### config.mk
export PLATFORM = sky130hd
export DESIGN_NAME = stepper_phase_sequencer_uart_flat
export DESIGN_NICKNAME = d
export VERILOG_FILES = /design/src/hdl/sps_pkg.sv /design/src/hdl/sps_in_if.sv /design/src/hdl/sps_out_if.sv /design/src/hdl/stepper_phase_sequencer_uart.sv /design/src/flat_wrapper.sv
export VERILOG_INCLUDE_DIRS = /design/src /design/src/hdl
export SDC_FILE = /design/constraint.sdc
export NUM_CORES = 1
export LEC_CHECK = 0
export BUFFER_PORTS_ARGS = -buffer_cell sky130_fd_sc_hd__buf_4
export CAP_MARGIN = 5
export CORE_MARGIN = 2
export CORE_UTILIZATION = 35
export CTS_CLUSTER_DIAMETER = 100
export CTS_CLUSTER_SIZE = 25
export DETAILED_ROUTE_END_ITERATION = 7
export PLACE_DENSITY = 0.47
export SLEW_MARGIN = 20
export SYNTH_ARGS = -nofsm -noshare
export SYNTH_HDL_FRONTEND = slang
export SYNTH_SLANG_ARGS = --single-unit
### constraint.sdc
create_clock -name i_clk -period 16.1 [get_ports i_clk]
set_clock_uncertainty 0.2 [all_clocks]
set_input_delay 0.805 -clock i_clk [delete_from_list [all_inputs] [get_ports i_clk]]
set_output_delay 0.805 -clock i_clk [all_outputs]
set_load 0.05 [all_outputs]
### src/hdl/stepper_phase_sequencer_uart_defines.svh
// assertion macros for the stepper phase sequencer
// used by the top rtl file of the block, no other dependencies
`ifndef STEPPER_PHASE_SEQUENCER_UART_DEFINES_SVH
`define STEPPER_PHASE_SEQUENCER_UART_DEFINES_SVH
`ifndef SYNTHESIS
`define SPS_ASSERT_IMP(lbl, clk, rst_n, ante, cons) \
    lbl: assert property (@(posedge clk) disable iff (!rst_n) (ante) |-> (cons)) \
        else $error("sps assertion failed");
`define SPS_ASSERT_NXT(lbl, clk, rst_n, ante, cons) \
    lbl: assert property (@(posedge clk) disable iff (!rst_n) (ante) |=> (cons)) \
        else $error("sps assertion failed");
`else
`define SPS_ASSERT_IMP(lbl, clk, rst_n, ante, cons)
`define SPS_ASSERT_NXT(lbl, clk, rst_n, ante, cons)
`endif
`endif

### src/hdl/sps_pkg.sv
// shared types, constants and microcode rom of the stepper phase sequencer
// no dependencies
package sps_pkg;

    localparam int TABLE_STEPS_DEF = 16;
    localparam int IDX_W           = 4;
    localparam int PHASE_W         = 6;
    localparam int PERIOD_W        = 16;
    localparam int CFG_W           = 48;
    localparam int CFG_IDX_W       = 1;
    localparam int PC_W            = 4;
    localparam int CNT_W           = 5;
    localparam int BANNER_LEN      = 17;
    localparam int DEC_DIGITS      = 5;
    localparam int DEC_W           = PERIOD_W + 1;

    localparam logic [PERIOD_W-1:0] PERIOD_RST   = 16'd100;
    localparam logic [PERIOD_W-1:0] PERIOD_DEC   = 16'd5;
    localparam logic [PERIOD_W-1:0] PERIOD_INC   = 16'd1;
    localparam logic [CFG_W-1:0]    TAB_LOW_RST  = 48'd3161767202821;
    localparam logic [CFG_W-1:0]    TAB_HIGH_RST = 48'd3642937794566;

    localparam logic [1:0] FUNC_TICK   = 2'd0;
    localparam logic [1:0] FUNC_BYTE   = 2'd1;
    localparam logic [1:0] FUNC_BUTTON = 2'd2;
    localparam logic [1:0] FUNC_NONE   = 2'd3;

    localparam logic [CFG_IDX_W-1:0] CFG_PHASE_LOW  = 1'b0;
    localparam logic [CFG_IDX_W-1:0] CFG_PHASE_HIGH = 1'b1;

    localparam logic KIND_PHASE = 1'b0;
    localparam logic KIND_TX    = 1'b1;

    localparam logic [7:0] CH_A    = 8'h41;
    localparam logic [7:0] CH_B    = 8'h42;
    localparam logic [7:0] CH_C    = 8'h43;
    localparam logic [7:0] CH_D    = 8'h44;
    localparam logic [7:0] CH_CR   = 8'h0d;
    localparam logic [7:0] CH_LF   = 8'h0a;
    localparam logic [7:0] CH_ZERO = 8'h30;
    localparam logic [7:0] CH_NUL  = 8'h00;

    localparam logic [2:0] DEC_POS_ONES = 3'd4;

    // multiples 1..9 of each decimal weight, most significant weight first
    localparam logic [DEC_W-1:0] DEC_THRESH [DEC_DIGITS][9] = '{
        '{17'd10000, 17'd20000, 17'd30000, 17'd40000, 17'd50000,
          17'd60000, 17'd70000, 17'd80000, 17'd90000},
        '{17'd1000, 17'd2000, 17'd3000, 17'd4000, 17'd5000,
          17'd6000, 17'd7000, 17'd8000, 17'd9000},
        '{17'd100, 17'd200, 17'd300, 17'd400, 17'd500,
          17'd600, 17'd700, 17'd800, 17'd900},
        '{17'd10, 17'd20, 17'd30, 17'd40, 17'd50,
          17'd60, 17'd70, 17'd80, 17'd90},
        '{17'd1, 17'd2, 17'd3, 17'd4, 17'd5,
          17'd6, 17'd7, 17'd8, 17'd9}
    };

    localparam logic [PC_W-1:0] PC_TICK   = 4'd0;
    localparam logic [PC_W-1:0] PC_CMD    = 4'd1;
    localparam logic [PC_W-1:0] PC_CRLF   = 4'd7;
    localparam logic [PC_W-1:0] PC_BANNER = 4'd9;

    typedef enum logic [2:0] {
        OP_TICK,
        OP_CMD,
        OP_DIGIT,
        OP_CHAR,
        OP_BANNER
    } t_op;

    typedef struct packed {
        t_op             op;
        logic [2:0]      pow_sel;
        logic [7:0]      ch;
        logic            last;
        logic            fin;
        logic [PC_W-1:0] target;
    } t_uop;

    typedef struct packed {
        logic               kind;
        logic [PHASE_W-1:0] phase_out;
        logic               stepped;
        logic [7:0]         tx_char;
        logic               last;
    } t_rsp;

    function automatic t_uop uop_rom(input logic [PC_W-1:0] pc);
        t_uop u;
        u = '{op: OP_CMD, pow_sel: 3'd0, ch: CH_NUL, last: 1'b0, fin: 1'b1, target: PC_TICK};
        unique case (pc)
            4'd0: u = '{op: OP_TICK, pow_sel: 3'd0, ch: CH_NUL, last: 1'b1, fin: 1'b1,
                        target: PC_TICK};
            4'd1: u = '{op: OP_CMD, pow_sel: 3'd0, ch: CH_NUL, last: 1'b0, fin: 1'b0,
                        target: PC_TICK};
            4'd2: u = '{op: OP_DIGIT, pow_sel: 3'd0, ch: CH_NUL, last: 1'b0, fin: 1'b0,
                        target: PC_TICK};
            4'd3: u = '{op: OP_DIGIT, pow_sel: 3'd1, ch: CH_NUL, last: 1'b0, fin: 1'b0,
                        target: PC_TICK};
            4'd4: u = '{op: OP_DIGIT, pow_sel: 3'd2, ch: CH_NUL, last: 1'b0, fin: 1'b0,
                        target: PC_TICK};
            4'd5: u = '{op: OP_DIGIT, pow_sel: 3'd3, ch: CH_NUL, last: 1'b0, fin: 1'b0,
                        target: PC_TICK};
            4'd6: u = '{op: OP_DIGIT, pow_sel: DEC_POS_ONES, ch: CH_NUL, last: 1'b0,
                        fin: 1'b0, target: PC_TICK};
            4'd7: u = '{op: OP_CHAR, pow_sel: 3'd0, ch: CH_CR, last: 1'b0, fin: 1'b0,
                        target: PC_TICK};
            4'd8: u = '{op: OP_CHAR, pow_sel: 3'd0, ch: CH_LF, last: 1'b1, fin: 1'b1,
                        target: PC_TICK};
            4'd9: u = '{op: OP_BANNER, pow_sel: 3'd0, ch: CH_NUL, last: 1'b0, fin: 1'b0,
                        target: PC_CRLF};
            default: ;
        endcase
        return u;
    endfunction

    function automatic logic [7:0] banner_char(input logic [CNT_W-1:0] i);
        logic [7:0] c;
        c = CH_NUL;
        unique case (i)
            5'd0:  c = 8'h4b;
            5'd1:  c = 8'h6f;
            5'd2:  c = 8'h6b;
            5'd3:  c = 8'h6f;
            5'd4:  c = 8'h73;
            5'd5:  c = 8'h7a;
            5'd6:  c = 8'h20;
            5'd7:  c = 8'h54;
            5'd8:  c = 8'h79;
            5'd9:  c = 8'h20;
            5'd10: c = 8'h42;
            5'd11: c = 8'h6f;
            5'd12: c = 8'h6f;
            5'd13: c = 8'h43;
            5'd14: c = 8'h49;
            5'd15: c = 8'h45;
            5'd16: c = 8'h21;
            default: ;
        endcase
        return c;
    endfunction

endpackage

### src/hdl/sps_in_if.sv
// request channel of the stepper phase sequencer
// depends on sps_pkg
interface sps_in_if;
    import sps_pkg::*;

    logic       valid;
    logic       ready;
    logic [1:0] func;
    logic [7:0] rx_byte;

    modport source (output valid, output func, output rx_byte, input ready);
    modport sink (input valid, input func, input rx_byte, output ready);
endinterface

### src/hdl/sps_out_if.sv
// result channel of the stepper phase sequencer
// depends on sps_pkg
interface sps_out_if;
    import sps_pkg::*;

    logic               valid;
    logic               ready;
    logic               kind;
    logic [PHASE_W-1:0] phase_out;
    logic               stepped;
    logic [7:0]         tx_char;
    logic               last;

    modport source (output valid, output kind, output phase_out, output stepped,
                    output tx_char, output last, input ready);
    modport sink (input valid, input kind, input phase_out, input stepped,
                  input tx_char, input last, output ready);
endinterface

### src/hdl/stepper_phase_sequencer_uart.sv
// Stepper phase sequencer with a serial command and echo path. A tick request
// is accepted and then runs one microcode step, giving one phase result; a
// command byte is accepted and runs a command step, five decimal digit steps,
// CR and LF, giving three to seven characters; a button request is accepted and
// runs seventeen banner steps, CR and LF. Each step that emits waits while
// the output register is still held by the sink. One request is in work at a
// time; the microcode step counter walks a ten-word control rom.
// depends on sps_pkg, sps_in_if, sps_out_if and the defines header
`include "stepper_phase_sequencer_uart_defines.svh"

module stepper_phase_sequencer_uart #(
    parameter int TABLE_STEPS = sps_pkg::TABLE_STEPS_DEF
) (
    input  logic                           i_clk,
    input  logic                           i_rst_n,
    input  logic                           i_cfg_we,
    input  logic [sps_pkg::CFG_IDX_W-1:0]  i_cfg_idx,
    input  logic [sps_pkg::CFG_W-1:0]      i_cfg_data,
    sps_in_if.sink                         i_req,
    sps_out_if.source                      o_rsp
);
    import sps_pkg::*;

    logic [CFG_W-1:0]    r_tab_low, n_tab_low;
    logic [CFG_W-1:0]    r_tab_high, n_tab_high;
    logic [PERIOD_W-1:0] r_count, n_count;
    logic [PERIOD_W-1:0] r_period, n_period;
    logic                r_dir_up, n_dir_up;
    logic [IDX_W-1:0]    r_index, n_index;
    logic [PHASE_W-1:0]  r_pattern, n_pattern;
    logic                r_busy, n_busy;
    logic [PC_W-1:0]     r_pc, n_pc;
    logic                r_out_valid, n_out_valid;

    logic [CNT_W-1:0]    r_cnt, n_cnt;
    logic [7:0]          r_byte, n_byte;
    logic [PERIOD_W-1:0] r_val, n_val;
    logic                r_nz, n_nz;
    t_rsp                r_out, n_out;

    t_uop                uop;
    logic                req_acc;
    logic                rsp_acc;
    logic                out_free;
    logic                emit;
    logic                advance;
    logic                hit;
    logic [IDX_W-1:0]    idx_up, idx_dn, idx_step;
    logic [CFG_W-1:0]    tab_word;
    logic [PHASE_W-1:0]  tab_pat;
    logic [3:0]          digit;
    logic [DEC_W-1:0]    sub;
    logic [PERIOD_W-1:0] rem;
    logic                show;
    logic [PERIOD_W-1:0] cmd_period;
    t_rsp                rsp;

    assign uop      = uop_rom(r_pc);
    assign req_acc  = i_req.valid && i_req.ready;
    assign rsp_acc  = o_rsp.valid && o_rsp.ready;
    assign out_free = !r_out_valid || o_rsp.ready;

    assign i_req.ready     = !r_busy;
    assign o_rsp.valid     = r_out_valid;
    assign o_rsp.kind      = r_out.kind;
    assign o_rsp.phase_out = r_out.phase_out;
    assign o_rsp.stepped   = r_out.stepped;
    assign o_rsp.tx_char   = r_out.tx_char;
    assign o_rsp.last      = r_out.last;

    // step index and table lookup
    always_comb begin
        hit      = (r_count == r_period);
        idx_up   = (r_index == IDX_W'(TABLE_STEPS - 1)) ? '0 : r_index + 1'b1;
        idx_dn   = (r_index == '0) ? IDX_W'(TABLE_STEPS - 1) : r_index - 1'b1;
        idx_step = r_dir_up ? idx_up : idx_dn;
        tab_word = idx_step[IDX_W-1] ? r_tab_high : r_tab_low;
        tab_pat  = tab_word[PHASE_W*idx_step[IDX_W-2:0] +: PHASE_W];
    end

    // one decimal digit per step
    always_comb begin
        digit = '0;
        for (int k = 0; k < 9; k++) begin
            if ({1'b0, r_val} >= DEC_THRESH[uop.pow_sel][k]) begin
                digit = digit + 4'd1;
            end
        end
        sub  = (digit == '0) ? '0 : DEC_THRESH[uop.pow_sel][digit - 4'd1];
        rem  = r_val - sub[PERIOD_W-1:0];
        show = r_nz || (digit != '0) || (uop.pow_sel == DEC_POS_ONES);
    end

    always_comb begin
        cmd_period = r_period;
        case (r_byte)
            CH_A:    cmd_period = r_period - PERIOD_DEC;
            CH_B:    cmd_period = r_period + PERIOD_INC;
            default: ;
        endcase
    end

    // control word decode
    always_comb begin
        emit = 1'b0;
        rsp  = '{kind: KIND_TX, phase_out: r_pattern, stepped: 1'b0, tx_char: CH_NUL,
                 last: uop.last};
        unique case (uop.op)
            OP_TICK: begin
                emit          = 1'b1;
                rsp.kind      = KIND_PHASE;
                rsp.phase_out = hit ? tab_pat : r_pattern;
                rsp.stepped   = hit;
            end
            OP_CMD: ;
            OP_DIGIT: begin
                emit        = show;
                rsp.tx_char = CH_ZERO + {4'd0, digit};
            end
            OP_CHAR: begin
                emit        = 1'b1;
                rsp.tx_char = uop.ch;
            end
            OP_BANNER: begin
                emit        = 1'b1;
                rsp.tx_char = banner_char(r_cnt);
            end
            default: ;
        endcase
        advance = r_busy && (!emit || out_free);
    end

    always_comb begin
        n_tab_low   = r_tab_low;
        n_tab_high  = r_tab_high;
        n_count     = r_count;
        n_period    = r_period;
        n_dir_up    = r_dir_up;
        n_index     = r_index;
        n_pattern   = r_pattern;
        n_busy      = r_busy;
        n_pc        = r_pc;
        n_out_valid = r_out_valid;
        n_cnt       = r_cnt;
        n_byte      = r_byte;
        n_val       = r_val;
        n_nz        = r_nz;
        n_out       = r_out;

        if (i_cfg_we) begin
            unique case (i_cfg_idx)
                CFG_PHASE_LOW:  n_tab_low  = i_cfg_data;
                CFG_PHASE_HIGH: n_tab_high = i_cfg_data;
                default: ;
            endcase
        end

        if (req_acc) begin
            n_byte = i_req.rx_byte;
            n_cnt  = '0;
            unique case (i_req.func)
                FUNC_TICK: begin
                    n_busy = 1'b1;
                    n_pc   = PC_TICK;
                end
                FUNC_BYTE: begin
                    n_busy = 1'b1;
                    n_pc   = PC_CMD;
                end
                FUNC_BUTTON: begin
                    n_busy = 1'b1;
                    n_pc   = PC_BANNER;
                end
                default: ;
            endcase
        end

        if (rsp_acc) begin
            n_out_valid = 1'b0;
        end

        if (advance) begin
            if (emit) begin
                n_out_valid = 1'b1;
                n_out       = rsp;
            end
            unique case (uop.op)
                OP_TICK: begin
                    if (hit) begin
                        n_count   = '0;
                        n_index   = idx_step;
                        n_pattern = tab_pat;
                    end else begin
                        n_count = r_count + 1'b1;
                    end
                end
                OP_CMD: begin
                    n_period = cmd_period;
                    n_val    = cmd_period;
                    n_nz     = 1'b0;
                    if (r_byte == CH_C) begin
                        n_dir_up = 1'b0;
                    end else if (r_byte == CH_D) begin
                        n_dir_up = 1'b1;
                    end
                end
                OP_DIGIT: begin
                    n_val = rem;
                    n_nz  = r_nz || show;
                end
                default: ;
            endcase

            if (uop.fin) begin
                n_busy = 1'b0;
            end else if (uop.op == OP_BANNER) begin
                if (r_cnt == CNT_W'(BANNER_LEN - 1)) begin
                    n_pc  = uop.target;
                    n_cnt = '0;
                end else begin
                    n_cnt = r_cnt + 1'b1;
                end
            end else begin
                n_pc = r_pc + 1'b1;
            end
        end
    end

    always_ff @(posedge i_clk) begin
        if (!i_rst_n) begin
            r_tab_low   <= TAB_LOW_RST;
            r_tab_high  <= TAB_HIGH_RST;
            r_count     <= '0;
            r_period    <= PERIOD_RST;
            r_dir_up    <= 1'b0;
            r_index     <= '0;
            r_pattern   <= '0;
            r_busy      <= 1'b0;
            r_pc        <= PC_TICK;
            r_out_valid <= 1'b0;
        end else begin
            r_tab_low   <= n_tab_low;
            r_tab_high  <= n_tab_high;
            r_count     <= n_count;
            r_period    <= n_period;
            r_dir_up    <= n_dir_up;
            r_index     <= n_index;
            r_pattern   <= n_pattern;
            r_busy      <= n_busy;
            r_pc        <= n_pc;
            r_out_valid <= n_out_valid;
        end
    end

    always_ff @(posedge i_clk) begin
        r_cnt  <= n_cnt;
        r_byte <= n_byte;
        r_val  <= n_val;
        r_nz   <= n_nz;
        r_out  <= n_out;
    end

    `SPS_ASSERT_NXT(a_busy_after_req, i_clk, i_rst_n, req_acc && i_req.func != FUNC_NONE, r_busy)
    `SPS_ASSERT_NXT(a_out_held, i_clk, i_rst_n, r_out_valid && !o_rsp.ready, r_out_valid && $stable(r_out))
    `SPS_ASSERT_IMP(a_index_range, i_clk, i_rst_n, 1'b1, {1'b0, r_index} < (IDX_W + 1)'(TABLE_STEPS))
    `SPS_ASSERT_IMP(a_step_clears_count, i_clk, i_rst_n, r_out_valid && r_out.kind == KIND_PHASE && r_out.stepped, r_count == '0)

endmodule

### src/flat_wrapper.sv
// flat-port wrapper written by rule: the top's interface ports become plain ports
module stepper_phase_sequencer_uart_flat import sps_pkg::*;
#(
    parameter int TABLE_STEPS = sps_pkg::TABLE_STEPS_DEF
)
  (i_clk, i_rst_n, i_cfg_we, i_cfg_idx, i_cfg_data, i_req_valid, i_req_func, i_req_rx_byte, i_req_ready, o_rsp_valid, o_rsp_kind, o_rsp_phase_out, o_rsp_stepped, o_rsp_tx_char, o_rsp_last, o_rsp_ready);
  sps_in_if i_req_i ();
  sps_out_if o_rsp_i ();
  input  logic i_clk;
  input  logic i_rst_n;
  input  logic i_cfg_we;
  input  logic [sps_pkg::CFG_IDX_W-1:0] i_cfg_idx;
  input  logic [sps_pkg::CFG_W-1:0] i_cfg_data;
  input wire logic [$bits(i_req_i.valid)-1:0] i_req_valid;
  input wire logic [$bits(i_req_i.func)-1:0] i_req_func;
  input wire logic [$bits(i_req_i.rx_byte)-1:0] i_req_rx_byte;
  output wire logic [$bits(i_req_i.ready)-1:0] i_req_ready;
  output wire logic [$bits(o_rsp_i.valid)-1:0] o_rsp_valid;
  output wire logic [$bits(o_rsp_i.kind)-1:0] o_rsp_kind;
  output wire logic [$bits(o_rsp_i.phase_out)-1:0] o_rsp_phase_out;
  output wire logic [$bits(o_rsp_i.stepped)-1:0] o_rsp_stepped;
  output wire logic [$bits(o_rsp_i.tx_char)-1:0] o_rsp_tx_char;
  output wire logic [$bits(o_rsp_i.last)-1:0] o_rsp_last;
  input wire logic [$bits(o_rsp_i.ready)-1:0] o_rsp_ready;
  assign i_req_i.valid = i_req_valid;
  assign i_req_i.func = i_req_func;
  assign i_req_i.rx_byte = i_req_rx_byte;
  assign i_req_ready = i_req_i.ready;
  assign o_rsp_valid = o_rsp_i.valid;
  assign o_rsp_kind = o_rsp_i.kind;
  assign o_rsp_phase_out = o_rsp_i.phase_out;
  assign o_rsp_stepped = o_rsp_i.stepped;
  assign o_rsp_tx_char = o_rsp_i.tx_char;
  assign o_rsp_last = o_rsp_i.last;
  assign o_rsp_i.ready = o_rsp_ready;
  stepper_phase_sequencer_uart #(.TABLE_STEPS(TABLE_STEPS)) u_core (.i_clk(i_clk), .i_rst_n(i_rst_n), .i_cfg_we(i_cfg_we), .i_cfg_idx(i_cfg_idx), .i_cfg_data(i_cfg_data), .i_req(i_req_i), .o_rsp(o_rsp_i));
endmodule
After elaboration in Yosys (flattened, before gate mapping)
Memories as Yosys holds them, arrays and structs flattened.
Cells that the tools add are included.

word-level totals
  bits in registers = 192
  ROM bits = 1224
  bits of input ports = 64
  output and inout port bits = 19
  word-level logic and storage cells = 173
  memories kept = 1

operators by class
  add/subtract/negate cells = 18
  multipliers = 1
  $lt $le $gt $ge = 11
  equality and inequality tests = 38
  shift operators = 1
  muxes and demuxes = 49
  bitwise logic cells = 3
  reductions and logical operators = 32

memory list
  name             depth  width  read ports  clocked after Yosys merged registers in  wr ports  RTL line                            RTL
  (no name shown)  8      153    1           0                                        0         stepper_phase_sequencer_uart.sv:85  if ({1'b0, r_val} >= DEC_THRESH[uop.pow_sel][k]) begin

operator list
  operator                                                               number
  153-bit two-way mux                                                    2
  20-bit one-hot mux with 10 select lines                                1
  16-bit by 17-bit greater-or-equal comparator with 1-bit output         9
  7-bit one-hot mux with 13 select lines                                 1
  17-bit binary-select mux with 4-bit select                             1
  16-bit two-way mux                                                     4
  4-bit two-way mux                                                      16
  16-bit one-hot mux with 2 select lines                                 2
  48-bit two-way mux                                                     1
  48-bit by 7-bit indexed part select with 6-bit output                  1
  5-bit by 4-bit == test with 1-bit output (second input constant)       8
  4-bit by 1-bit adder with 4-bit output (second input constant)         9
  16-bit by 1-bit adder with 16-bit output (second input constant)       2
  8-bit by 7-bit == test with 1-bit output (second input constant)       4
  5-bit two-way mux                                                      5
  8-bit one-hot mux with 3 select lines                                  1
  5-bit by 3-bit == test with 1-bit output (second input constant)       4
  16-bit == test                                                         1
  4-bit by 3-bit == test with 1-bit output (second input constant)       4
  16-bit subtractor                                                      1
  16-bit by 3-bit subtractor with 16-bit output (second input constant)  1
  4-bit == test (second input constant)                                  3
  4-bit zero test                                                        3
  4-bit one-hot mux with 3 select lines                                  1
  other kinds (37)                                                       68

Depth between registers and ports, before layout
  depth after elaboration = 32
  gate-level depth with buffers = 57
  depth with buffers taken out = 54

Worst setup path before layout
No wires, ideal clock.

  kind = flip-flop to flip-flop
  from = register u_core.r_pc[0]
  to = register u_core.r_val[15] (data pin)
  setup time = 0.261 ns
  arrival = 10.603 ns
  required time = 15.639 ns
  slack = 5.036 ns
  stages on the path, launching flop included = 52
  path buffers = 3
  clock period less this slack = 11.064 ns
  cells stage by stage = dfxtp_1 > inv_1 > ha_1 > clkbuf_1 > o21ai_0 > ha_1 > nand2_1 > ha_1 > nand2_1 > or4b_4 > a211oi_2 > nor3_2 > ha_1 > a221oi_1 > nor2_1 > ha_1 > nand2_1 > o21ai_0 > (+16 left out) > nor2_2 > buf_6 > o22ai_1 > ha_1 > nor2b_1 > o21ai_0 > a21oi_1 > o21ai_0 > a21oi_1 > o21ai_0 > a21o_1 > a31oi_1 > a211o_1 > a21oi_1 > xnor2_1 > or3_1 > o32ai_1 > nor2_1

on the way
  longest elaborated chain between the ends = 32
  elaborated cells between the ends (all ways) = 52
  classes of those cells = 10 x add/sub; 9 x order compare; 11 x eq/ne; 17 x mux; 2 x bitwise; 2 x reduce/logical; 1 x memory

ends and longest elaborated chain
  element                                                         RTL line                                                                RTL
  start, declared                                                 stepper_phase_sequencer_uart.sv:32                                      logic [PC_W-1:0] r_pc, n_pc;
  start signal, assigned                                          stepper_phase_sequencer_uart.sv:250                                     r_pc <= n_pc;
  4-bit == test (tied with other cells)                           sps_pkg.sv:92                                                           unique case (pc)
  20-bit one-hot mux with 10 select lines (*)                     sps_pkg.sv:92
  3-bit NOT with 4-bit output (not written as such)               stepper_phase_sequencer_uart.sv:85, stepper_phase_sequencer_uart.sv:89
  memory read 8 x 153 bit                                         --
  153-bit two-way mux (not written as such) (2 in a row)          stepper_phase_sequencer_uart.sv:85
  16-bit by 17-bit greater-or-equal comparator with 1-bit output  stepper_phase_sequencer_uart.sv:85
  1-bit two-way mux                                               stepper_phase_sequencer_uart.sv:85
  1-bit by 1-bit adder with 2-bit output                          stepper_phase_sequencer_uart.sv:86                                      digit = digit + 4'd1;
  (+14 left out)                                                  --
  4-bit two-way mux                                               stepper_phase_sequencer_uart.sv:85
  4-bit by 1-bit subtractor with 4-bit output                     stepper_phase_sequencer_uart.sv:89                                      sub = (digit == '0) ? '0 : DEC_THRESH[uop.pow_sel][digit - 4'd1];
  4-bit NOT with 5-bit output (not written as such)               stepper_phase_sequencer_uart.sv:89
  17-bit binary-select mux with 4-bit select                      stepper_phase_sequencer_uart.sv:89
  16-bit two-way mux (not written as such) (2 in a row)           stepper_phase_sequencer_uart.sv:89
  16-bit two-way mux                                              stepper_phase_sequencer_uart.sv:89
  16-bit subtractor                                               stepper_phase_sequencer_uart.sv:90                                      rem = r_val - sub[PERIOD_W-1:0];
  16-bit one-hot mux with 2 select lines (*)                      stepper_phase_sequencer_uart.sv:187                                     unique case (uop.op)
  end signal, assigned                                            stepper_phase_sequencer_uart.sv:258                                     r_val <= n_val;
  end, declared                                                   stepper_phase_sequencer_uart.sv:37                                      logic [PERIOD_W-1:0] r_val, n_val;

Mark *: on every way between the ends. The rest lies on a longest branch, timed or not. The select of a mux whose other input is x is not followed.
A chain may end at the register's enable or synchronous reset.

Final worst setup path
Same ends and word-level chain as after synthesis.

==> flow_metrics.tcl <==
set metrics [dict create \
    postCtsHoldBufs 0 \
    setup_violations 0 \
    r2r_start "u_core.r_pc[0]" \
    fp.coreArea_um2 39900 \
    ir_worst_vdd_mv 0.0807 \
    finalCritPeriodShare 0.813 \
    ioPinCount 83 \
    critical_path.slowest_cell "a21oi_1" \
    final_cell_mix "313 x nand2_1, 170 x a21oi_1, 150 x dfxtp_1, 133 x ha_1, 112 x nor2_1" \
    path_class "reg2reg" \
    place_inst 2261 \
    yosysWarnings 0 \
    cts_max_level 4 \
    whs_ps 254 \
    synth_nets 1922 \
    grt_pass1_vias 12400 \
    io_buffers 81 \
    chipWidth_um 206 \
    vias 12700 \
    crit_required_ps 16110 \
    worst_pin_slew_ps 1090 \
    ys_seq_area_frac 0.297 \
    groute.usage.overall 0.206 \
    clk_path_buf_depth 2 \
    drt-pass1-iter-count 5 \
    drt_iter0_markers 674 \
    syn2layout_area_growth_pct 11.9 \
    antenna_found_initial 3 \
    drive_above_1_share 0.120 \
    cts_resized 0 \
    hold_depth 2 \
    cts.clk_slew.worst_paths_ps 80 \
    fin_ws_ps 3020 \
    hold_violations 0 \
    timing.rr.end "u_core.r_val[15]" \
    postRouteAntennaNets 0 \
    cp-end-kind "flip-flop" \
    rsz0062_at_grt "no" \
    r2r_slack_ps 3020 \
    cts_setup_buffers 0 \
    tns_ps 0 \
    reg2regPathDepth 48 \
    grt_max_degree 59 \
    crit_path_start_kind "flip-flop" \
    synth_cells 1723 \
    final_common_cell "nand2_1" \
    slowest_delay_ps 870 \
    dp_hpwl_mm 31.5 \
    grt_overflow_total 0 \
    hold_start "u_core.r_tab_high[9]" \
    wl_mm 42.9 \
    rows 73 \
    crit_buf_inv 2 \
    cts_num_sinks 191 \
    grt_pass1_wl_mm 68.1 \
    final_cells 2295 \
    die_h_um 206 \
    syn_area_um2 14200 \
    die_area_um2 42300 \
    crit_arrival_ps 13090 \
    globalplace.congestion 0.837 \
    cts_tree "built" \
    worstSkewPairLatency_ps 460 \
    synth_edf_count 41 \
    vias_per_cell 5.51 \
    start_util 0.357 \
    synth_async_sr_flop_share 0 \
    hold_class "reg2reg" \
    pre_cts_slack_ps 3190 \
    wl_per_cell_um 18.7 \
    cap_violations 0 \
    min_period_ps 13080 \
    hold_end "u_core.r_tab_high[9]" \
    synth-main-ff-cell "dfxtp_1" \
    crit_fanout 17 \
    path_common_cell "ha_1" \
    stdcell_area_um2 15900 \
    nets 1954 \
    ys_ff_latch 191 \
    leakage_nw 6.33 \
    status "complete, no violations" \
    ys_types 96 \
    root_buffer "clkbuf_16" \
    slew_violations 0 \
    relSlewSlack 0.271 \
    max_freq_mhz 76.4 \
    path_delay_family "compound AO/OA/AOI/OAI gates" \
    power_density_nw_per_um2 82.5 \
    drc_errors 0 \
    syn_area_per_cell_um2 8.26 \
    dpl_cell_area_um2 15300 \
    cts_buffers 17 \
]
## through the flow
step           total power, mW  utilization
6_report                  1.31        0.399
5_1_grt                   1.39        0.399
4_1_cts                   1.33        0.399
3_5_place_dp             0.892        0.384
3_3_place_gp             0.894        0.384
2_1_floorplan            0.803            -
## metal layers
layer  global-route usage  routed length [um]  vias to the layer above
met2                0.355               21100                      282
met3               0.0369                1900                       57
met1                0.261               19000                     6019
li1                     -                   -                     6294
met5                    0                  13                        -
met4               0.0647                 852                        2
## kinds of logic (layout without fill, tap and decap cells)
family | Yosys count | after routing | synth area share
flops | 191 | 191 | 0.297
simple gates | 665 | 665 | 0.214
xor+xnor | 86 | 86 | 0.0586
buf+inv | 150 | 195 | 0.0418
mux | 74 | 74 | 0.0800
fa+ha+maj | 135 | 135 | 0.120
other cells | 1 | 3 | 0.000263
compound gates | 421 | 421 | 0.188
## synthesized netlist by cell type (6+ instances only)
cell,number,area [um^2]
xnor2_1,38,333
o22ai_1,8,50.1
mux2i_1,35,350
dfxtp_1,150,3000
o31ai_1,6,45.0
mux4_2,30,676
a31oi_1,13,81.3
nand2b_1,11,68.8
nand3b_1,7,52.6
nand2_1,313,1170
nor4_1,13,81.3
xor2_1,42,368
or2_2,6,37.5
nand3_1,71,355
o21ai_1,7,35.0
edfxtp_1,41,1230
nor2_1,112,420
mux2_2,8,90.1
inv_1,57,214
ha_1,133,1660
a211oi_1,22,165
a21o_1,11,82.6
o21ai_0,72,360
nor3_1,37,185
a211o_1,10,87.6
and3_1,6,37.5
nor2b_1,27,169
nand4_1,21,131
o21bai_1,16,120
and2_1,7,43.8
a21oi_1,170,851
or3_1,9,56.3
clkbuf_1,73,274
o211ai_1,18,135
## worst max path at each step
stage / start / to / slack (ps) / depth (start not counted)
final: u_core.r_pc[0] / u_core.r_val[15] / 3020 / 48
after global routing: u_core.r_pc[0] / u_core.r_val[15] / 1880 / 49
after CTS: u_core.r_pc[0] / u_core.r_val[15] / 3110 / 48
after detailed placement: u_core.r_pc[0] / u_core.r_val[15] / 3190 / 48
after global placement: u_core.r_pc[0] / u_core.r_val[15] / 3470 / 48
after floorplan: u_core.r_pc[0] / u_core.r_val[15] / 5040 / 51
## where the power goes
part / internal (mW) / leakage (nW) / switching [mW]
Clock: 0.223 / 0.289 / 0.208
Sequential: 0.508 / 1.62 / 0.0145
Combinational: 0.150 / 4.43 / 0.210
## worst register-to-register path, delay by kind of cell, from the launching register on
| family | cells | cell delay [ps] |
|---|---|---|
| xor+xnor | 2 | 280 |
| compound gates | 23 | 5720 |
| simple gates | 13 | 3230 |
| flops | 1 | 410 |
| buf+inv | 2 | 200 |
| fa+ha+maj | 8 | 2810 |
## sequential cells by signal (all words and copies together) (netlist names)
| name | cells |
|---|---|
| u_core.o_rsp.phase_out | 6 |
| u_core.r_val | 16 |
| u_core.r_count | 16 |
| u_core.o_rsp.tx_char | 7 |
| u_core.r_busy | 1 |
| u_core.r_cnt | 5 |
| u_core.r_nz | 1 |
| u_core.r_pc | 4 |
| u_core.o_rsp.stepped | 1 |
| u_core.r_tab_low | 48 |
| u_core.o_rsp.last | 1 |
| u_core.o_rsp.valid | 1 |
| u_core.r_tab_high | 48 |
| u_core.r_dir_up | 1 |
| u_core.r_index | 4 |
| u_core.r_period | 16 |
| u_core.o_rsp.kind | 1 |
| u_core.r_byte | 8 |
| u_core.r_pattern | 6 |
## area by class of cell
class                           count  area (um^2)
Inverter                           64          241
Antenna cell                        2         5.00
Clock inverter                     14          145
Multi-Input combinational cell   1382         9470
Timing Repair Buffer               99          743
Tap cell                          525          657
Sequential cell                   191         4230
Clock buffer                       18          439
Fill cell                        4074        24000
No activity file was read; power rests on OpenSTA's default activity.
